[src/rtl/floyd_steinberg_dither_assert.svh]
// ----------------------------------------------------------------------------
// Assertion macros for the error-diffusion dither block
// Concurrent assertion wrappers that can be compiled out with ASSERT_OFF.
// ----------------------------------------------------------------------------
`ifndef FLOYD_STEINBERG_DITHER_ASSERT_SVH
`define FLOYD_STEINBERG_DITHER_ASSERT_SVH

`ifndef ASSERT_OFF

// The consequent must hold in the same cycle as the antecedent.
`define FSD_ASSERT_IMPL(lbl, ante, cons, msg) \
  lbl: assert property (@(posedge clk) disable iff (!rst_n) (ante) |-> (cons)) \
    else $error(msg);

// The consequent must hold in the cycle after the antecedent.
`define FSD_ASSERT_NEXT(lbl, ante, cons, msg) \
  lbl: assert property (@(posedge clk) disable iff (!rst_n) (ante) |=> (cons)) \
    else $error(msg);

`else

`define FSD_ASSERT_IMPL(lbl, ante, cons, msg)
`define FSD_ASSERT_NEXT(lbl, ante, cons, msg)

`endif

`endif

[src/rtl/fsd_pkg.sv]
// ----------------------------------------------------------------------------
// Dither package
// Shared constants, types and arithmetic helpers of the dither block.
// ----------------------------------------------------------------------------
package fsd_pkg;

  // Widest row the column store supports.
  localparam int MAX_WIDTH = 1024;
  localparam int COL_W     = $clog2(MAX_WIDTH);

  localparam int GRAY_W   = 8;
  localparam int WIDTH_W  = 11;
  localparam int HEIGHT_W = 16;
  localparam int CNT_W    = ($clog2(MAX_WIDTH + 1) > WIDTH_W) ?
                            $clog2(MAX_WIDTH + 1) : WIDTH_W;

  // Configuration port.
  localparam int CFG_IDX_W  = 1;
  localparam int CFG_DATA_W = 16;
  localparam logic [CFG_IDX_W-1:0] CFG_IMAGE_WIDTH  = 1'd0;
  localparam logic [CFG_IDX_W-1:0] CFG_IMAGE_HEIGHT = 1'd1;
  localparam logic [WIDTH_W-1:0]  WIDTH_RESET  = 11'd640;
  localparam logic [HEIGHT_W-1:0] HEIGHT_RESET = 16'd480;

  // Error shares: 7/16 right, 1/16 lower right, 5/16 below, 3/16 lower left.
  localparam int RIGHT_W = 7;
  localparam int LR_W    = 4;
  localparam int DOWN_W  = 7;
  localparam int LL_W    = 6;

  localparam logic [GRAY_W-1:0] THRESHOLD = 8'd127;
  localparam logic [GRAY_W-1:0] WHITE     = 8'd255;

  localparam int QUEUE_DEPTH = 2;
  localparam int QPTR_W      = (QUEUE_DEPTH > 1) ? $clog2(QUEUE_DEPTH) : 1;
  localparam int QCNT_W      = $clog2(QUEUE_DEPTH + 1);

  // One classified pixel, passed from the front to the back.
  typedef struct packed {
    logic [GRAY_W-1:0] gray;
    logic [COL_W-1:0]  col;
    logic              last_col;
    logic              last_row;
    logic              spread;
  } pix_item_t;

  // Column store entry for the upper-left and upper shares.
  typedef struct packed {
    logic signed [LR_W-1:0]   ul;
    logic signed [DOWN_W-1:0] up;
  } entry_a_t;

  // Adds a signed share to a gray value and clamps to 0..255.
  function automatic logic [GRAY_W-1:0] sat_add(input logic [GRAY_W-1:0] v,
                                                input logic signed [7:0] e);
    logic signed [9:0] t;
    t = $signed({2'b00, v}) + $signed({{2{e[7]}}, e});
    if (t > 10'sd255) begin
      return WHITE;
    end
    if (t < 10'sd0) begin
      return '0;
    end
    return t[7:0];
  endfunction

  // Signed divide by 16, truncating toward zero.
  function automatic logic signed [7:0] div16_tz(input logic signed [11:0] x);
    logic signed [11:0] q;
    q = x >>> 4;
    if (x[11] && (x[3:0] != 4'd0)) begin
      q = q + 12'sd1;
    end
    return q[7:0];
  endfunction

endpackage

[src/rtl/fsd_queue.sv]
// ----------------------------------------------------------------------------
// Dither item queue
// Short FIFO that decouples the classifying front from the arithmetic back.
// ----------------------------------------------------------------------------
module fsd_queue (
  input  logic               clk,
  input  logic               rst_n,
  input  logic               push_valid,
  output logic               push_ready,
  input  fsd_pkg::pix_item_t push_item,
  output logic               pop_valid,
  input  logic               pop_ready,
  output fsd_pkg::pix_item_t pop_item
);

  fsd_pkg::pix_item_t           slot_r [fsd_pkg::QUEUE_DEPTH];
  logic [fsd_pkg::QPTR_W-1:0]   wr_ptr_r, wr_ptr_nxt;
  logic [fsd_pkg::QPTR_W-1:0]   rd_ptr_r, rd_ptr_nxt;
  logic [fsd_pkg::QCNT_W-1:0]   count_r, count_nxt;
  logic                         do_push, do_pop;

  assign push_ready = (count_r != fsd_pkg::QCNT_W'(fsd_pkg::QUEUE_DEPTH));
  assign pop_valid  = (count_r != '0);
  assign pop_item   = slot_r[rd_ptr_r];
  assign do_push    = push_valid && push_ready;
  assign do_pop     = pop_valid && pop_ready;

  always_comb begin
    wr_ptr_nxt = wr_ptr_r;
    rd_ptr_nxt = rd_ptr_r;
    count_nxt  = count_r;
    if (do_push) begin
      wr_ptr_nxt = (wr_ptr_r == fsd_pkg::QPTR_W'(fsd_pkg::QUEUE_DEPTH - 1)) ?
                   '0 : wr_ptr_r + fsd_pkg::QPTR_W'(1);
    end
    if (do_pop) begin
      rd_ptr_nxt = (rd_ptr_r == fsd_pkg::QPTR_W'(fsd_pkg::QUEUE_DEPTH - 1)) ?
                   '0 : rd_ptr_r + fsd_pkg::QPTR_W'(1);
    end
    if (do_push && !do_pop) begin
      count_nxt = count_r + fsd_pkg::QCNT_W'(1);
    end else if (do_pop && !do_push) begin
      count_nxt = count_r - fsd_pkg::QCNT_W'(1);
    end
  end

  always_ff @(posedge clk) begin
    if (!rst_n) begin
      wr_ptr_r <= '0;
      rd_ptr_r <= '0;
      count_r  <= '0;
    end else begin
      wr_ptr_r <= wr_ptr_nxt;
      rd_ptr_r <= rd_ptr_nxt;
      count_r  <= count_nxt;
    end
  end

  always_ff @(posedge clk) begin
    if (do_push) begin
      slot_r[wr_ptr_r] <= push_item;
    end
  end

endmodule

[config.mk]
export PLATFORM = sky130hd
export DESIGN_NAME = fsd_queue
export DESIGN_NICKNAME = d
export VERILOG_FILES = /design/src/rtl/floyd_steinberg_dither_assert.svh /design/src/rtl/fsd_pkg.sv /design/src/rtl/fsd_queue.sv
export SDC_FILE = /design/constraint.sdc
export NUM_CORES = 1
export LEC_CHECK = 0
export BUFFER_PORTS_ARGS = -buffer_cell sky130_fd_sc_hd__buf_4
export CELL_PAD_IN_SITES_DETAIL_PLACEMENT = 0
export CELL_PAD_IN_SITES_GLOBAL_PLACEMENT = 1
export CORE_MARGIN = 2
export CORE_UTILIZATION = 35
export CTS_CLUSTER_SIZE = 25
export DETAILED_ROUTE_END_ITERATION = 10
export GPL_ROUTABILITY_DRIVEN = 0
export PLACE_DENSITY = 0.74
export SLEW_MARGIN = 30
export SYNTH_ARGS = -nofsm -noshare
export SYNTH_HDL_FRONTEND = slang
export SYNTH_SLANG_ARGS = --single-unit
[constraint.sdc]
create_clock -name clk -period 2.65 [get_ports clk]
set_input_delay 0.265 -clock clk [delete_from_list [all_inputs] [get_ports clk]]
set_output_delay 0.265 -clock clk [all_outputs]
set_load 0.005 [all_outputs]
==> results.sh <==
export IMPL_fp_row_count=25
export IMPL_setup_reg_to_reg_worst_slack_ns=0.93
export IMPL_post_cts_repair_resize_count=0
export IMPL_place_worst_setup_slack_ns=0.892
export IMPL_h_tree_depth=2
export IMPL_fin_worst_skew_ns=0.00207
export IMPL_hp_class="in2reg"
export IMPL_setup_repair_after_global_routing_missed_its_margin="no"
export IMPL_postCtsHoldBufs=0
export IMPL_critical_register_to_register_path_startpoint="count_r[0]"
export IMPL_wl_per_cell_um=14.7
export IMPL_worstPathRequired_ns=2.38
export IMPL_vias_per_cell=4.45
export IMPL_worst_slew_pin_slew_ns=0.850
export IMPL_drtAntennaViolNets=0
export IMPL_grt_remaining_overflow=0
export IMPL_floorplan_core_area_um2=4790
export IMPL_timing_critical_path_mode_cell="buf_4"
export IMPL_layout_filler_cells=429
export IMPL_starting_utilization_of_the_core_area_pct=36.6
export IMPL_finalPower_w=0.00194
export IMPL_dpl_instance_area_um2=2190
export IMPL_slew_headroom_pct=43.3
export IMPL_place_detailed_hpwl_um=2210
export IMPL_portbufs=47
export IMPL_detail_route_drc_violations=0
export IMPL_drt_iter0_markers=40
export IMPL_synthesis_instances=89
export IMPL_pleak_nw=0.852
export IMPL_most_common_layout_cells="49 x buf_4, 42 x edfxtp_1, 21 x mux2_2"
export IMPL_cp_slowest_cell="dfxtp_1"
export IMPL_layout_area_overhead_vs_synth_pct=29.9
export IMPL_rr_worst_depth=3
export IMPL_synth_area_per_cell_um2=19.7
export IMPL_timing_worst_setup_path_type="reg2out"
export IMPL_synth_distinct_cells=19
export IMPL_numCtsBuffers=5
export IMPL_tritoncts_num_sinks=47
export IMPL_die_height_um=74.7
export IMPL_grt_start_max_net_pins=22
export IMPL_hold_end="slot_r[1][17]"
export IMPL_worst_setup_path_start_kind="register"
export IMPL_critical_path_max_stage_delay_ns=0.64
export IMPL_cts_root_buffer_cell="clkbuf_8"
export IMPL_peakVddDrop_uv=512
export IMPL_post_route_cells_drive_above_1_share_pct=54.9
export IMPL_final_min_clock_period_ns=2.00
export IMPL_final_design_area_no_fill_um2=2270
export IMPL_layout_cells_most_common="buf_4"
export IMPL_part_of_the_cycle_the_worst_path_needs_pct=75.4
export IMPL_post_cts_setup_repair_bufs=0
export IMPL_clock_latency_ns=0.29
export IMPL_power_density_cell_area_nw_per_um2=855
export IMPL_r2r_end="slot_r[0][13]"
export IMPL_postLayoutSetupSlackWorst_ns=0.653
export IMPL_dr_pass1_iters=4
export IMPL_die_area_um2=5580
export IMPL_tritoncts_clock_tree="built"
export IMPL_finalNetCount=169
export IMPL_worst_hold_path_num_cells=1
export IMPL_gr_usage_all_layers_pct=11.4
export IMPL_grt_antenna_before_repair=0
export IMPL_synth_ff_latch_count=47
export IMPL_top_level_ports=48
export IMPL_max_clock_path_buffers=2
export IMPL_die_w_um=74.7
export IMPL_first_global_vias=940
export IMPL_cp_cell_sequence="buf_4, mux2_2, buf_4"
export IMPL_finalHoldViolations=0
export IMPL_finalSetupTns_ns=0
export IMPL_critical_path_arrival_ns=1.73
export IMPL_timing_hold_worst_start="push_item[17]"
export IMPL_synth_seq_area_share_pct=77.8
export IMPL_antenna_diode_count=0
export IMPL_setup_viol_count_final=0
export IMPL_drv_max_cap_violation_count=0
export IMPL_routed_wire_length_um=3110
export IMPL_critPathMaxFanout=11
export IMPL_achievable_frequency_ghz=0.501
export IMPL_synthesis_yosys_warnings=0
export IMPL_dr_total_vias=940
export IMPL_status="finished clean"
export IMPL_syn_area_um2=1750
export IMPL_crit_path_end_kind="output pin"
export IMPL_synth_fp_nets=115
export IMPL_slew_viol_final=0
export IMPL_clkSlewWorstSetupHoldPaths_ns=0.08
export IMPL_grt_first_pass_wirelength_um=4450
[through the flow]
step                      hold WS, ns  util, %  instances
after floorplan                 0.364        -         89
after global placement          0.450     45.8        203
after detailed placement        0.455     45.8        203
after CTS                       0.148     47.5        211
after global routing            0.138     47.5        211
final                           0.155     47.5        211
[Yosys cell counts]
cell	count	area share, %
xor2_1	1	0.50
buf_2	2	0.57
ha_1	1	0.71
or3_1	1	0.36
xnor2_1	2	1.0
a21boi_1	1	0.43
inv_1	1	0.21
mux2_2	21	14
and3_1	1	0.36
or2_2	1	0.36
nand2b_4	1	0.79
o21ai_0	1	0.29
nand3b_1	1	0.43
edfxtp_1	42	72
o21ai_1	1	0.29
dfxtp_1	5	5.7
and2_1	4	1.4
a21boi_0	1	0.43
a21bo_2	1	0.57
[area by class of cell]
cell class	instances	area [um^2]	share of cell area (%)
clock buffers	7	76.3	3.36
clock inverters	1	5.00	0.220
well taps	67	83.8	3.69
repair buffers	49	368	16.2
multi-input cells	39	375	16.5
inverters	1	3.75	0.165
flip-flops and latches	47	1360	59.9
[power breakdown]
part	leakage, nW	internal [W]	switching [W]
Sequential	0.434	0.000931	0.0000634
Clock	0.0422	0.000185	0.000215
Combinational	0.377	0.000336	0.000214
[routing by layer]
| metal | part of all wire, % | vias to the layer above | GRT usage [%] |
|---|---|---|---|
| met5 | 0 | - | 0 |
| met4 | 1.5 | 0 | 5.36 |
| met3 | 6.6 | 7 | 4.95 |
| met2 | 50 | 32 | 17.4 |
| met1 | 42 | 453 | 14.1 |
| li1 | - | 448 | - |
[logic make-up after synthesis]
logic type / count (synthesis) / share of synthesized area (%)
buffers and inverters: 3 / 0.786
DFF: 47 / 77.8
muxes: 21 / 13.5
adders and majority gates: 1 / 0.715
xor gates and xnor gates: 3 / 1.50
AOI/OAI and AO/OA: 5 / 2.00
and+or+nand+nor: 9 / 3.72
[worst max-delay path by stage]
stage / from / endpoint / slack [ns] / depth (start not counted)
final: register / pop_item[11] / 0.65 / 3
after global routing: register / pop_item[11] / 0.55 / 3
after CTS: register / pop_item[11] / 0.62 / 3
after detailed placement: count_r[0] / slot_r[0][13] / 0.89 / 3
after global placement: register / pop_item[11] / 0.98 / 3
after floorplan: count_r[0] / slot_r[1][0] / 1.12 / 2
[critical path, delay by kind of cell (launching register included)]
kind | cells | cell delay [ns]
buffers and inverters | 2 | 0.44
DFF | 1 | 0.64
muxes | 1 | 0.37
[sequential cells by signal (all words and copies together), names as in the netlist, named ones only]
signal	cells
slot_r	42
count_r	2
wr_ptr_r	1
rd_ptr_r	1
No activity file was read; power rests on OpenSTA's default activity.
