### config.mk
export PLATFORM = sky130hd
export DESIGN_NAME = fsd_front
export DESIGN_NICKNAME = d
export VERILOG_FILES = /design/src/rtl/floyd_steinberg_dither_assert.svh /design/src/rtl/fsd_pkg.sv /design/src/rtl/fsd_front.sv
export SDC_FILE = /design/constraint.sdc
export NUM_CORES = 1
export LEC_CHECK = 0
export BUFFER_PORTS_ARGS = -buffer_cell sky130_fd_sc_hd__buf_4
export CAP_MARGIN = 15
export CORE_ASPECT_RATIO = 0.9
export CORE_UTILIZATION = 48
export DETAILED_ROUTE_END_ITERATION = 6
export PLACE_DENSITY = 0.8
export SYNTH_ARGS = -nofsm -noshare
export SYNTH_HDL_FRONTEND = slang
export SYNTH_SLANG_ARGS = --single-unit
### constraint.sdc
create_clock -name clk -period 3.1 [get_ports clk]
set_clock_uncertainty 0.15 [all_clocks]
set_input_delay 0.62 -clock clk [delete_from_list [all_inputs] [get_ports clk]]
set_output_delay 0.62 -clock clk [all_outputs]
set_load 0.03 [all_outputs]
### src/rtl/floyd_steinberg_dither_assert.svh
// ----------------------------------------------------------------------------
// Assertion macros for the error-diffusion dither block
// Concurrent assertion wrappers that can be compiled out with ASSERT_OFF.
// ----------------------------------------------------------------------------
`ifndef FLOYD_STEINBERG_DITHER_ASSERT_SVH
`define FLOYD_STEINBERG_DITHER_ASSERT_SVH

`ifndef ASSERT_OFF

// The consequent must hold in the same cycle as the antecedent.
`define FSD_ASSERT_IMPL(lbl, ante, cons, msg) \
  lbl: assert property (@(posedge clk) disable iff (!rst_n) (ante) |-> (cons)) \
    else $error(msg);

// The consequent must hold in the cycle after the antecedent.
`define FSD_ASSERT_NEXT(lbl, ante, cons, msg) \
  lbl: assert property (@(posedge clk) disable iff (!rst_n) (ante) |=> (cons)) \
    else $error(msg);

`else

`define FSD_ASSERT_IMPL(lbl, ante, cons, msg)
`define FSD_ASSERT_NEXT(lbl, ante, cons, msg)

`endif

`endif

### src/rtl/fsd_pkg.sv
// ----------------------------------------------------------------------------
// Dither package
// Shared constants, types and arithmetic helpers of the dither block.
// ----------------------------------------------------------------------------
package fsd_pkg;

  // Widest row the column store supports.
  localparam int MAX_WIDTH = 1024;
  localparam int COL_W     = $clog2(MAX_WIDTH);

  localparam int GRAY_W   = 8;
  localparam int WIDTH_W  = 11;
  localparam int HEIGHT_W = 16;
  localparam int CNT_W    = ($clog2(MAX_WIDTH + 1) > WIDTH_W) ?
                            $clog2(MAX_WIDTH + 1) : WIDTH_W;

  // Configuration port.
  localparam int CFG_IDX_W  = 1;
  localparam int CFG_DATA_W = 16;
  localparam logic [CFG_IDX_W-1:0] CFG_IMAGE_WIDTH  = 1'd0;
  localparam logic [CFG_IDX_W-1:0] CFG_IMAGE_HEIGHT = 1'd1;
  localparam logic [WIDTH_W-1:0]  WIDTH_RESET  = 11'd640;
  localparam logic [HEIGHT_W-1:0] HEIGHT_RESET = 16'd480;

  // Error shares: 7/16 right, 1/16 lower right, 5/16 below, 3/16 lower left.
  localparam int RIGHT_W = 7;
  localparam int LR_W    = 4;
  localparam int DOWN_W  = 7;
  localparam int LL_W    = 6;

  localparam logic [GRAY_W-1:0] THRESHOLD = 8'd127;
  localparam logic [GRAY_W-1:0] WHITE     = 8'd255;

  localparam int QUEUE_DEPTH = 2;
  localparam int QPTR_W      = (QUEUE_DEPTH > 1) ? $clog2(QUEUE_DEPTH) : 1;
  localparam int QCNT_W      = $clog2(QUEUE_DEPTH + 1);

  // One classified pixel, passed from the front to the back.
  typedef struct packed {
    logic [GRAY_W-1:0] gray;
    logic [COL_W-1:0]  col;
    logic              last_col;
    logic              last_row;
    logic              spread;
  } pix_item_t;

  // Column store entry for the upper-left and upper shares.
  typedef struct packed {
    logic signed [LR_W-1:0]   ul;
    logic signed [DOWN_W-1:0] up;
  } entry_a_t;

  // Adds a signed share to a gray value and clamps to 0..255.
  function automatic logic [GRAY_W-1:0] sat_add(input logic [GRAY_W-1:0] v,
                                                input logic signed [7:0] e);
    logic signed [9:0] t;
    t = $signed({2'b00, v}) + $signed({{2{e[7]}}, e});
    if (t > 10'sd255) begin
      return WHITE;
    end
    if (t < 10'sd0) begin
      return '0;
    end
    return t[7:0];
  endfunction

  // Signed divide by 16, truncating toward zero.
  function automatic logic signed [7:0] div16_tz(input logic signed [11:0] x);
    logic signed [11:0] q;
    q = x >>> 4;
    if (x[11] && (x[3:0] != 4'd0)) begin
      q = q + 12'sd1;
    end
    return q[7:0];
  endfunction

endpackage

### src/rtl/fsd_front.sv
// ----------------------------------------------------------------------------
// Dither front end
// Accepts pixels, tracks column and row, and classifies each pixel.
// ----------------------------------------------------------------------------
module fsd_front (
  input  logic                          clk,
  input  logic                          rst_n,
  input  logic [fsd_pkg::WIDTH_W-1:0]   image_width,
  input  logic [fsd_pkg::HEIGHT_W-1:0]  image_height,
  input  logic                          clr_busy,
  input  logic                          in_valid,
  output logic                          in_ready,
  input  logic [fsd_pkg::GRAY_W-1:0]    in_pixel_gray,
  output logic                          push_valid,
  input  logic                          push_ready,
  output fsd_pkg::pix_item_t            push_item
);

  logic [fsd_pkg::COL_W-1:0]    col_r, col_nxt;
  logic [fsd_pkg::HEIGHT_W-1:0] row_r, row_nxt;
  logic [fsd_pkg::CNT_W-1:0]    w_ext, w_eff, col_p1;
  logic [fsd_pkg::HEIGHT_W:0]   h_eff, row_p1;
  logic                         last_col, last_row, accept;

  // Out-of-range sizes are clamped: zero acts as one, wide rows as the store size.
  always_comb begin
    w_ext = fsd_pkg::CNT_W'(image_width);
    if (w_ext == '0) begin
      w_eff = fsd_pkg::CNT_W'(1);
    end else if (w_ext > fsd_pkg::CNT_W'(fsd_pkg::MAX_WIDTH)) begin
      w_eff = fsd_pkg::CNT_W'(fsd_pkg::MAX_WIDTH);
    end else begin
      w_eff = w_ext;
    end
    h_eff = (image_height == '0) ? (fsd_pkg::HEIGHT_W+1)'(1)
                                 : {1'b0, image_height};
    col_p1   = fsd_pkg::CNT_W'(col_r) + fsd_pkg::CNT_W'(1);
    row_p1   = {1'b0, row_r} + (fsd_pkg::HEIGHT_W+1)'(1);
    last_col = (col_p1 >= w_eff);
    last_row = (row_p1 >= h_eff);
  end

  assign in_ready   = push_ready && !clr_busy;
  assign push_valid = in_valid && !clr_busy;
  assign accept     = in_valid && in_ready;

  always_comb begin
    push_item.gray     = in_pixel_gray;
    push_item.col      = col_r;
    push_item.last_col = last_col;
    push_item.last_row = last_row;
    push_item.spread   = !last_row && !last_col && (col_r != '0);
  end

  always_comb begin
    col_nxt = col_r;
    row_nxt = row_r;
    if (accept) begin
      if (last_col) begin
        col_nxt = '0;
        row_nxt = last_row ? '0 : row_p1[fsd_pkg::HEIGHT_W-1:0];
      end else begin
        col_nxt = col_p1[fsd_pkg::COL_W-1:0];
      end
    end
  end

  always_ff @(posedge clk) begin
    if (!rst_n) begin
      col_r <= '0;
      row_r <= '0;
    end else begin
      col_r <= col_nxt;
      row_r <= row_nxt;
    end
  end

endmodule

==> qor.txt, run 1 <==
Std-Cell Core Area - 4604 µm²
Predominant post-synthesis flop cell - sky130_fd_sc_hd__dfxtp_1
Period utilization - 127.7%
Unrepaired setup endpoints after global routing - yes
Count of nets left with antenna violations after detail routing - 0
Failing checks - setup timing
Multiplexer share of the synthesized area - 0%
Distinct cell type count of the synthesized netlist - 50
M2 GR Usage - 53.86%
Starting density of the core - 51.39%
Worst IR Drop VDD - 0.0003162 V
Post-synth ARST share - 0%
Highest clock frequency the design can meet - 252.6 MHz
Hold Buf Count CTS - 0
Area occupied by multi-input gates - 1912 µm²
Hold Vio Cnt, Final - 0
Run status - complete, but fails checks
Util after Layout - 80.05%
Clock buffer depth - 2
Number of synthesized register bits - 26
TritonCTS clock tree - built
Cell at the slowest stage of the critical path - sky130_fd_sc_hd__dfxtp_2
Number of antenna violations at the first check in global routing - 0
Met1 Usage GRT - 35.42%
Worst slew pin tran - 0.6374 ns
Post-layout worst setup margin - -0.8596 ns
Type of the worst setup path - reg2out
Combinational family with the most area after synthesis - simple AND/OR/NAND/NOR gates
Floorplan die area - 5214 µm²
Most frequent cells in the layout - sky130_fd_sc_hd__buf_4, sky130_fd_sc_hd__nand2_1, sky130_fd_sc_hd__ha_1
Final setup violation count - 19
Number of cells in the finished layout apart from fillers - 475
Largest net degree at the start of global routing - 29
Number of global-route vias before repair - 2,590
Number of sinks handled by clock tree synthesis - 26
Highest fanout seen on the critical path - 2
Worst path cell trace - ha_4, nand4_1, buf_4, nor2_1, xor2_1, ha_1, a21o_1, nand3_2, o2111ai_2, a221oi_2, nand2_2, nor3_4, buf_6
Clock-pin transition on the worst setup and hold timing paths - 0.10 ns
Worst Hold Class - reg2reg
Via count - 2,996
Synthesized netlist cell count - 305
Root buffer cell - sky130_fd_sc_hd__clkbuf_8
Power Density - 195.6 nW/µm²
Slew Viols, Final - 0
Vias per std cell - 6.307
Register area share after synthesis - 22.00%
Portion of synthesized cell area occupied by the leading cell type - 22.00%
Most utilized layer in the global route result - met2
Length of the first detailed-routing pass in iterations - 5
Endpoint arrival time on the critical path - 3.19 ns
CP startpoint kind - register
Share of synthesized cell area in full adder, half adder and majority cells - 15.86%
Data required time of the critical path - 2.33 ns
Combined area of all synthesized cells - 2366 µm²
Number of levels in the clock H-tree - 1
Setup slack of the most critical reg-to-reg path - -0.27 ns
Area taken by flip-flops and latches - 535.5 µm²
Wire length of the first global-routing pass - 11,990 µm
Number of maximum-capacitance violations - 0
Detail Placement HPWL - 5550 µm
Final critical delay including setup and external delays - 3.960 ns
Worst Setup End Kind - output pin
Fillcell total - 250
Most common library cell in the layout ignoring fill and taps - sky130_fd_sc_hd__buf_4
Parity-gate share of the synthesized area counting xor and xnor cells - 8.514%
Overall fraction of global-route tracks in use - 29.20%
Area added between synthesis and finish - 55.79%
Worst Min Path Start - col_r[5]
Number of design-rule violations left by the first detailed-router iteration - 296
Met3 track demand over resource in global routing - 4.737%
Dominant cell type by area after synthesis - sky130_fd_sc_hd__dfxtp_1
Routability-driven placement congestion ratio - 0.9588
Compound-cell area share of the yosys netlist - 18.93%
Die height - 68.61 µm
Worst setup slack after placement - -0.5882 ns
N_diodes - 0
R2r startpoint - row_r[1]
Synth Net Count - 375
Crit path from - row_r[1]
Mean cell area of the mapped netlist - 7.757 µm²
Cells after DPL - 457
Share of post-route cells with drive strength above 1 - 44.07%
Pleak - 1.820 nW
Post-detailed-routing wire length - 9301 µm
Fraction of the mapped netlist area in simple logic gates - 25.54%
Yosys warning total - 0
Number of top-level design ports - 63
NumNets Final - 484
Remaining max-slew budget at the tightest pin - 57.46%
Buffers added on ports - 46
Top cells by area in the synthesized netlist - sky130_fd_sc_hd__dfxtp_1, sky130_fd_sc_hd__ha_1, sky130_fd_sc_hd__nand2_1, sky130_fd_sc_hd__xnor2_1, sky130_fd_sc_hd__inv_1
Number of buffers inserted during clock tree synthesis - 3
Number of remaining DRC errors - 0
Insertion delay to the later sink of the worst-skew pair - 0.28 ns
Highest cell delay on the worst timing path - 0.37 ns
Row Count - 23
Post-detailed-route wirelength per cell - 19.58 µm
Count of flip-flops with a built-in enable after synthesis - 0
Overall die width - 76.01 µm
GRT overflow - 0
critical path: cells and delay by family (launching register included):
kind	cells	cell delay (ns)
and+or+nand+nor	5	0.76
AOI/OAI and AO/OA	3	0.71
xor gates and xnor gates	1	0.28
buffers and inverters	2	0.33
DFF	1	0.37
adders and majority gates	2	0.45
metal layers:
layer | wire (µm) | vias to the layer above
met4 | 462 | 0
met1 | 3400 | 1415
met3 | 896 | 68
met5 | 0 | -
li1 | - | 1305
met2 | 4542 | 208
through the flow:
step | total power (W) | instance area [µm²] | TNS [ns] | hold slack (ns)
floorplan | 0.0004255 | 2450 | -0.3621 | 0.3207
global placement | 0.0004727 | 3231 | -1.822 | 0.3815
detailed placement | 0.0004783 | 3231 | -3.833 | 0.4001
CTS | 0.0007000 | 3379 | -1.550 | 0.4173
global route | 0.0007485 | 3686 | -7.164 | 0.4804
finish | 0.0007209 | 3686 | -4.633 | 0.4575
repair_timing:
action / CTS / global route
pin swaps: 14 / 20
endpoints found under the setup margin: 19 / 25
resized for setup: 12 / 43
cloned: 0 / 2
buffers inserted: 4 / 9
Yosys cell counts (7+ instances only):
| library cell | number |
|---|---|
| sky130_fd_sc_hd__a21oi_1 | 8 |
| sky130_fd_sc_hd__and3_1 | 8 |
| sky130_fd_sc_hd__buf_2 | 7 |
| sky130_fd_sc_hd__buf_4 | 10 |
| sky130_fd_sc_hd__dfxtp_1 | 26 |
| sky130_fd_sc_hd__ha_1 | 30 |
| sky130_fd_sc_hd__inv_1 | 22 |
| sky130_fd_sc_hd__nand2_1 | 43 |
| sky130_fd_sc_hd__nand3_1 | 16 |
| sky130_fd_sc_hd__nand4_1 | 8 |
| sky130_fd_sc_hd__nor2_1 | 17 |
| sky130_fd_sc_hd__nor3_1 | 7 |
| sky130_fd_sc_hd__nor4_1 | 7 |
| sky130_fd_sc_hd__o22ai_1 | 7 |
| sky130_fd_sc_hd__xnor2_1 | 14 |
| sky130_fd_sc_hd__xor2_1 | 9 |
final cells by class:
cell class,instances,share of cell area (%)
clock buffer,4,1.494
sequential,26,14.53
multi-input combinational,234,51.87
tap,62,2.105
inverter,23,2.342
timing repair buffer,126,27.66
where the power goes:
group / leakage (nW) / internal [W] / switching (W)
clock: 0.0288 / 0.000114 / 0.000115
sequential: 0.213 / 0.000333 / 0.00000108
combinational: 1.58 / 0.0000737 / 0.0000842
total: 1.82 / 0.000521 / 0.000200
cell families (layout without fill, tap and decap cells):
family / count (synthesis) / after routing
AO/OA/AOI/OAI: 58 / 58
XOR/XNOR: 23 / 23
adder cells (fa/ha/maj): 30 / 30
buffers and inverters: 45 / 153
flip-flops: 26 / 26
AND/OR/NAND/NOR: 123 / 123
state kept, by name, summed over array words and instances, names as in the netlist:
| name | cells |
|---|---|
| row_r | 16 |
| col_r | 10 |
final timing paths:
| kind | cells after the start | to |
|---|---|---|
| worst max register to register | 14 | row_r[4] |
| worst min-delay path | 1 | col_r[5] |
| worst min register to register | 1 | col_r[5] |
| worst max-delay path | 13 | push_item[0] |
Note: power is estimated with default switching activity, not from simulation.
==> inputs of run 2 (changes only) <==
--- a/config.mk
+++ b/config.mk
@@ -5,12 +5,12 @@
 export SDC_FILE = /design/constraint.sdc
 export NUM_CORES = 1
 export LEC_CHECK = 0
-export BUFFER_PORTS_ARGS = -buffer_cell sky130_fd_sc_hd__buf_4
 export CAP_MARGIN = 15
 export CORE_ASPECT_RATIO = 0.9
-export CORE_UTILIZATION = 48
+export CORE_UTILIZATION = 55
 export DETAILED_ROUTE_END_ITERATION = 6
-export PLACE_DENSITY = 0.8
+export DONT_BUFFER_PORTS = 1
+export PLACE_DENSITY = 0.76
 export SYNTH_ARGS = -nofsm -noshare
 export SYNTH_HDL_FRONTEND = slang
 export SYNTH_SLANG_ARGS = --single-unit
==> run 2 against run 1 <==
The run ends with DRC, setup timing left; register-to-register slack better by 0.05 ns; sequential cell count stayed put; total power is 6.6% lower; core utilization is 0.91 points higher; routed wire length is 11% lower; hold slack worse by 0.13 ns; worst setup slack better by 0.012 ns; sequential share of layout area is 1.7 points higher; non-clock buffer count is 48 lower.
==> qor.txt, run 2 (synthesis gave the netlist of run 1 again) <==
Number of levels in the clock H-tree - 1 (unchanged)
Length of the first detailed-routing pass in iterations - 7 (+2)
Std-Cell Core Area - 4101 µm² (-11%)
Row Count - 22 (-4.3%)
Largest net degree at the start of global routing - 29 (unchanged)
Power Density - 202.7 nW/µm² (+3.6%)
Endpoint of the worst hold path - row_r[0]
Area occupied by multi-input gates - 1927 µm² (+0.79%)
Starting density of the core - 57.69% (+6.3 points)
Data required time of the critical path - 2.33 ns (about the same)
Category of cells accounting for the largest share of critical-path delay - simple AND/OR/NAND/NOR gates
Insertion delay to the later sink of the worst-skew pair - 0.28 ns (about the same)
Clock-pin transition on the worst setup and hold timing paths - 0.10 ns (about the same)
Clock buffer depth - 2 (unchanged)
Detail Placement HPWL - 4930 µm (-11%)
Final setup violation count - 20 (+1)
GRT overflow - 0 (unchanged)
Remaining max-slew budget at the tightest pin - 62.02% (+4.6 points)
Worst Hold Path Cells - 2 (+1)
Unrepaired setup endpoints after global routing - yes
Regs by FF count - row_r: 16 flops, col_r: 10 flops
Depth of the most critical reg-to-reg path - 14 (unchanged)
Final critical delay including setup and external delays - 3.947 ns (-0.01249 ns)
Buffers added on ports - 0 (-100%)
Share of post-route cells with drive strength above 1 - 37.53% (-6.5 points)
Number of remaining DRC errors - 1 (+1)
Run status - complete, but fails checks
Overall die width - 71.14 µm (-6.4%)
Highest fanout seen on the critical path - 3 (+1)
Number of design-rule violations left by the first detailed-router iteration - 382 (+29%)
Util after Layout - 80.96% (+0.91 points)
Slew Viols, Final - 0 (unchanged)
Number of global-route vias before repair - 2,380 (-8.1%)
Number of maximum-capacitance violations - 0 (unchanged)
Number of top-level design ports - 63 (unchanged)
Worst slew pin tran - 0.5686 ns (-0.06881 ns)
Cell area after placement - 2895 µm² (-10%)
Register name with the most flops - row_r
Most frequent cells in the layout - sky130_fd_sc_hd__buf_4, sky130_fd_sc_hd__nand2_1, sky130_fd_sc_hd__ha_1
Endpoint arrival time on the critical path - 3.18 ns (about the same)
Hold Buf Count CTS - 0 (unchanged)
Setup slack of the most critical reg-to-reg path - -0.22 ns (+0.05 ns)
N_diodes - 0 (unchanged)
Area added between synthesis and finish - 40.35%
Root buffer cell - sky130_fd_sc_hd__clkbuf_8
Die height - 64.22 µm (-6.4%)
Worst setup slack after placement - -0.4919 ns (+0.09633 ns)
Highest cell delay on the worst timing path - 0.38 ns (about the same)
Via count - 2,758 (-7.9%)
Number of flip-flops under the largest register name - 16 (unchanged)
R2r startpoint - row_r[1]
Worst IR Drop VDD - 0.0002030 V (-36%)
WP buf/inv - 2 (unchanged)
Area taken by flip-flops and latches - 539.3 µm² (+0.70%)
Pleak - 1.595 nW (-12%)
Post-layout worst setup margin - -0.8471 ns (+0.01249 ns)
Worst Hold Class - in2reg
Post-detailed-routing wire length - 8261 µm (-11%)
Worst path cell trace - ha_4, nand4_1, buf_4, nor2_1, xor2_1, ha_1, a21o_1, nand3_2, o2111ai_2, a221oi_2, nand2_2, nor3_4, buf_12
Type of the worst setup path - reg2out
TritonCTS clock tree - built
Number of buffers inserted during clock tree synthesis - 3 (unchanged)
NumNets Final - 436 (-9.9%)
Number of sinks handled by clock tree synthesis - 26 (unchanged)
Post-detailed-route wirelength per cell - 20.00 µm (+2.2%)
Fillcell total - 228 (-8.8%)
Cell count along the critical path - 13 (unchanged)
Worst Min Path Start - rst_n
Count of nets left with antenna violations after detail routing - 0 (unchanged)
Routability-driven placement congestion ratio - 0.9247 (-3.6%)
Final Cell Area - 3321 µm² (-9.9%)
Cell at the slowest stage of the critical path - sky130_fd_sc_hd__dfxtp_4
Vias per std cell - 6.678 (+5.9%)
CP startpoint kind - register
Number of antenna violations at the first check in global routing - 0 (unchanged)
Floorplan die area - 4568 µm² (-12%)
Wire length of the first global-routing pass - 10,970 µm (-8.5%)
FF-to-FF End - row_r[7]
Failing checks - DRC, setup timing
Period utilization - 127.3% (-0.40 points)
Worst Setup End Kind - output pin
Highest clock frequency the design can meet - 253.3 MHz (+0.32%)
Hold Vio Cnt, Final - 0 (unchanged)
Most common library cell in the layout ignoring fill and taps - sky130_fd_sc_hd__buf_4
Overall fraction of global-route tracks in use - 30.28% (+1.1 points)
## run 2: cell types whose count changed in the layout (fill, tap and decap cells not counted), sizes merged
cell / delta
buf: -48
## run 2: through the flow
stage	setup TNS, ns	hold WS (ns)	total power, W	std cells
detailed placement	-2.080	0.3536	0.0004315	399
CTS	-1.688	0.3308	0.0006533	408
finish	-4.385	0.3310	0.0006730	413
global route	-7.794	0.3333	0.0006959	413
global placement	-0.8891	0.3374	0.0004284	399
floorplan	-0.3621	0.3207	0.0004255	305
## run 2: worst max path at each step
stage                          from           end  slack (ns)
floorplan                  row_r[1]  push_item[0]       -0.28
global placement           row_r[1]  push_item[0]       -0.39
detailed placement  image_height[1]  push_item[0]       -0.49
CTS                        row_r[1]  push_item[0]       -0.70
global route               row_r[6]  push_item[0]       -1.04
finish                     row_r[1]  push_item[0]       -0.85
## run 2: metal layers
metal  vias up  share of wire, %  global-route usage (%)
li1       1214                 -                       -
met1      1297                40                   42.32
met2       190                47                   48.56
met3        57               9.3                   5.363
met4         0               4.4                   6.500
met5         -                 0                       0
## run 2: power by group
part	internal, W	switching [W]
registers	0.000332	0.00000146
logic	0.0000461	0.0000625
clock network	0.000114	0.000117
## run 2: final cells by class
class / count / share of cell area [%]
sequential: 26 / 16.24
tap: 48 / 1.809
multi-input combinational: 234 / 58.03
clock buffer: 4 / 1.658
timing repair buffer: 78 / 19.67
inverter: 23 / 2.600
## run 2: what timing repair did
item                       in CTS  in global routing
setup endpoints to repair      17                 29
pin swaps                      13                 14
gates cloned                    1                  1
gates resized for setup        16                 39
setup buffers                   4                  4
hold endpoints to repair        0                  0
## run 2: worst register-to-register path, delay by kind of cell, from the launching register on
| kind | cells | cell delay [ns] |
|---|---|---|
| compound gates | 4 | 0.92 |
| xor+xnor | 1 | 0.25 |
| fa+ha+maj | 2 | 0.43 |
| buf+inv | 3 | 0.60 |
| flops | 1 | 0.38 |
| simple gates | 4 | 0.50 |
==> inputs of run 3 (changes only) <==
--- a/config.mk
+++ b/config.mk
@@ -8,6 +8,7 @@
 export CAP_MARGIN = 15
 export CORE_ASPECT_RATIO = 0.9
 export CORE_UTILIZATION = 55
+export CTS_BUF_LIST = sky130_fd_sc_hd__clkbuf_2
 export DETAILED_ROUTE_END_ITERATION = 6
 export DONT_BUFFER_PORTS = 1
 export PLACE_DENSITY = 0.76
==> constraint.sdc (replaced) <==
create_clock -name clk -period 3.1 [get_ports clk]
set_clock_uncertainty 0.15 [all_clocks]
set_input_delay 0.775 -clock clk [delete_from_list [all_inputs] [get_ports clk]]
set_output_delay 0.775 -clock clk [all_outputs]
set_load 0.03 [all_outputs]
==> run 3 against run 2 <==
The run still ends with DRC, setup timing left; hold slack improved by 0.020 ns; global-route usage is 5.2 points higher; count of clock-buffer cells in the layout down 1; sequential share of layout area is 0.84 points lower; sequential power about the same; combinational power rose by 6%; fmax fell by 11%; first-iteration DRC count is 5.8% higher; total power down 12%; critical path type unchanged; critical endpoint unchanged; largest cell class unchanged; largest power group unchanged.
==> qor.txt, run 3 (synthesis gave the netlist of run 1 again) <==
Highest fanout seen on the critical path - 4 (+1)
Number of levels in the clock H-tree - 1 (unchanged)
Pleak - 1.699 nW (+6.5%)
Remaining max-slew budget at the tightest pin - 57.93% (-4.1 points)
Slew Viols, Final - 0 (unchanged)
Clock buffer depth - 2 (unchanged)
GRT overflow - 0 (unchanged)
Crit path from - row_r[1]
Util after Layout - 86.00% (+5.0 points)
Post-detailed-route wirelength per cell - 21.62 µm (+8.1%)
Number of top-level design ports - 63 (unchanged)
Met3 routed wirelength - 837 µm (+8.8%)
Overall die width - 71.14 µm (unchanged)
Unrepaired setup endpoints after global routing - yes
WP buf/inv - 1 (-1)
Starting density of the core - 57.69% (unchanged)
Number of flip-flops under the largest register name - 16 (unchanged)
Category of cells accounting for the largest share of critical-path delay - compound AO/OA/AOI/OAI gates
Buffers added on ports - 0 (unchanged)
Worst Hold Class - in2reg
Routability-driven placement congestion ratio - 0.8952 (-3.2%)
Number of design-rule violations left by the first detailed-router iteration - 404 (+5.8%)
NumNets Final - 459 (+5.3%)
Final critical delay including setup and external delays - 4.452 ns (+0.5052 ns)
Wire length of the first global-routing pass - 12,650 µm (+15%)
Detail Placement HPWL - 5178 µm (+5.0%)
Number of sinks handled by clock tree synthesis - 26 (unchanged)
Length of the first detailed-routing pass in iterations - 7 (unchanged)
TritonCTS clock tree - built
N_diodes - 0 (unchanged)
Top sig layer - met4
Power Density - 167.3 nW/µm² (-17%)
Period utilization - 143.6% (+16 points)
Number of remaining DRC errors - 4 (+3)
Number of global-route vias before repair - 2,638 (+11%)
Post-detailed-routing wire length - 9425 µm (+14%)
Failing checks - DRC, setup timing
Most common library cell in the layout ignoring fill and taps - sky130_fd_sc_hd__buf_4
CP startpoint kind - register
Share of post-route cells with drive strength above 1 - 41.75% (+4.2 points)
Met2 routed WL - 4389 µm (+14%)
Die height - 64.22 µm (unchanged)
Vias per std cell - 6.791 (+1.7%)
Post-layout worst setup margin - -1.352 ns (-0.5052 ns)
Worst Setup End Kind - output pin
Row Count - 22 (unchanged)
Highest cell delay on the worst timing path - 0.44 ns (+0.06 ns)
Floorplan die area - 4568 µm² (unchanged)
Std-Cell Core Area - 4101 µm² (unchanged)
Worst path cell trace - ha_4, nand4_1, nor2_2, nand4_1, xnor2_1, ha_1, a21o_1, a211oi_2, o21ai_1, a221oi_2, nand2_2, nor3_4, buf_12
Worst IR Drop VDD - 0.0002168 V (+6.8%)
Via count - 2,961 (+7.4%)
Worst slew pin tran - 0.6304 ns (+0.06184 ns)
Overall fraction of global-route tracks in use - 35.51% (+5.2 points)
Hold Vio Cnt, Final - 0 (unchanged)
Clock-pin transition on the worst setup and hold timing paths - 0.29 ns (+0.19 ns)
Insertion delay to the later sink of the worst-skew pair - 0.39 ns (+0.11 ns)
Highest clock frequency the design can meet - 224.6 MHz (-11%)
Area added between synthesis and finish - 49.07%
Most used cell along the critical path - sky130_fd_sc_hd__nand4_1
Root buffer cell - sky130_fd_sc_hd__clkbuf_2
Type of the worst setup path - reg2out
Endpoint arrival time on the critical path - 3.53 ns (+0.35 ns)
Register name with the most flops - row_r
Data required time of the critical path - 2.17 ns (-0.16 ns)
Final Cell Area - 3527 µm² (+6.2%)
Largest net degree at the start of global routing - 29 (unchanged)
Run status - complete, but fails checks
Most frequent cells in the layout - sky130_fd_sc_hd__buf_4, sky130_fd_sc_hd__nand2_1, sky130_fd_sc_hd__ha_1
Cell at the slowest stage of the critical path - sky130_fd_sc_hd__dfxtp_4
Number of antenna violations at the first check in global routing - 0 (unchanged)
R2r startpoint - row_r[1]
Number of maximum-capacitance violations - 0 (unchanged)
Count of nets left with antenna violations after detail routing - 0 (unchanged)
Final setup violation count - 19 (-5.0%)
Cell area after placement - 2967 µm² (+2.5%)
Detailed-routing wirelength on met1 - 3746 µm (+14%)
Regs by FF count - row_r: 16 flops, col_r: 10 flops
Aggregate negative setup slack - -10.41 ns (-6.025 ns)
Worst Min Path Start - rst_n
Hold_ws - 0.3513 ns (+0.02023 ns)
Number of buffers inserted during clock tree synthesis - 3 (unchanged)
[run 3: cell types whose count changed in the layout (fill, tap and decap cells not counted), moves of 2 or more]
cell and delta:
sky130_fd_sc_hd__buf_4 +13, sky130_fd_sc_hd__nand3_1 +2, sky130_fd_sc_hd__clkbuf_2 +3, sky130_fd_sc_hd__a21oi_1 +2
sky130_fd_sc_hd__buf_6 +10, sky130_fd_sc_hd__a21oi_2 -3, sky130_fd_sc_hd__nor4_1 -3, sky130_fd_sc_hd__nor4_4 +2
sky130_fd_sc_hd__clkbuf_8 -4
[run 3: per-layer routing]
layer	up-vias	GRT usage, %
li1	1262	-
met1	1394	47.17
met2	246	60.70
met3	59	5.363
met4	0	7.750
met5	-	0
[run 3: where the power goes]
group | switching (W) | internal [W] | leakage, nW | total [W]
combinational | 0.0000658 | 0.0000495 | 1.47 | 0.000115
clock | 0.000112 | 0.0000280 | 0.0140 | 0.000140
sequential | 0.00000153 | 0.000333 | 0.215 | 0.000334
total | 0.000180 | 0.000410 | 1.70 | 0.000590
[run 3: worst paths after layout]
path,endpoint,slack [ns],cells past startpoint
max,push_item[0],-1.35,13
min,row_r[3],0.35,2
max reg2reg,row_r[10],-0.54,16
min reg2reg,row_r[4],0.38,1
[run 3: stage by stage]
step,total power (W),instances,setup WS (ns)
floorplan,0.0004277,305,-0.4677
global placement,0.0004341,402,-0.5910
detailed placement,0.0004376,402,-0.6048
CTS,0.0005742,432,-0.9813
global route,0.0006129,436,-1.375
finish,0.0005900,436,-1.352
[run 3: timing repair]
action | CTS | global route
setup buffers | 28 | 10
setup endpoints to repair | 15 | 28
hold buffers | 0 | 0
resized for setup | 28 | 30
cloned | 0 | 1
pin swaps | 14 | 22
[run 3: layout make-up]
class,count,area (µm²)
well taps,48,60.06
clock inverters,1,3.754
flip-flops and latches,26,543.0
inverters,23,87.58
clock buffers,3,15.01
fillers,197,574.3
multi-input cells,234,1949
repair buffers,101,868.3
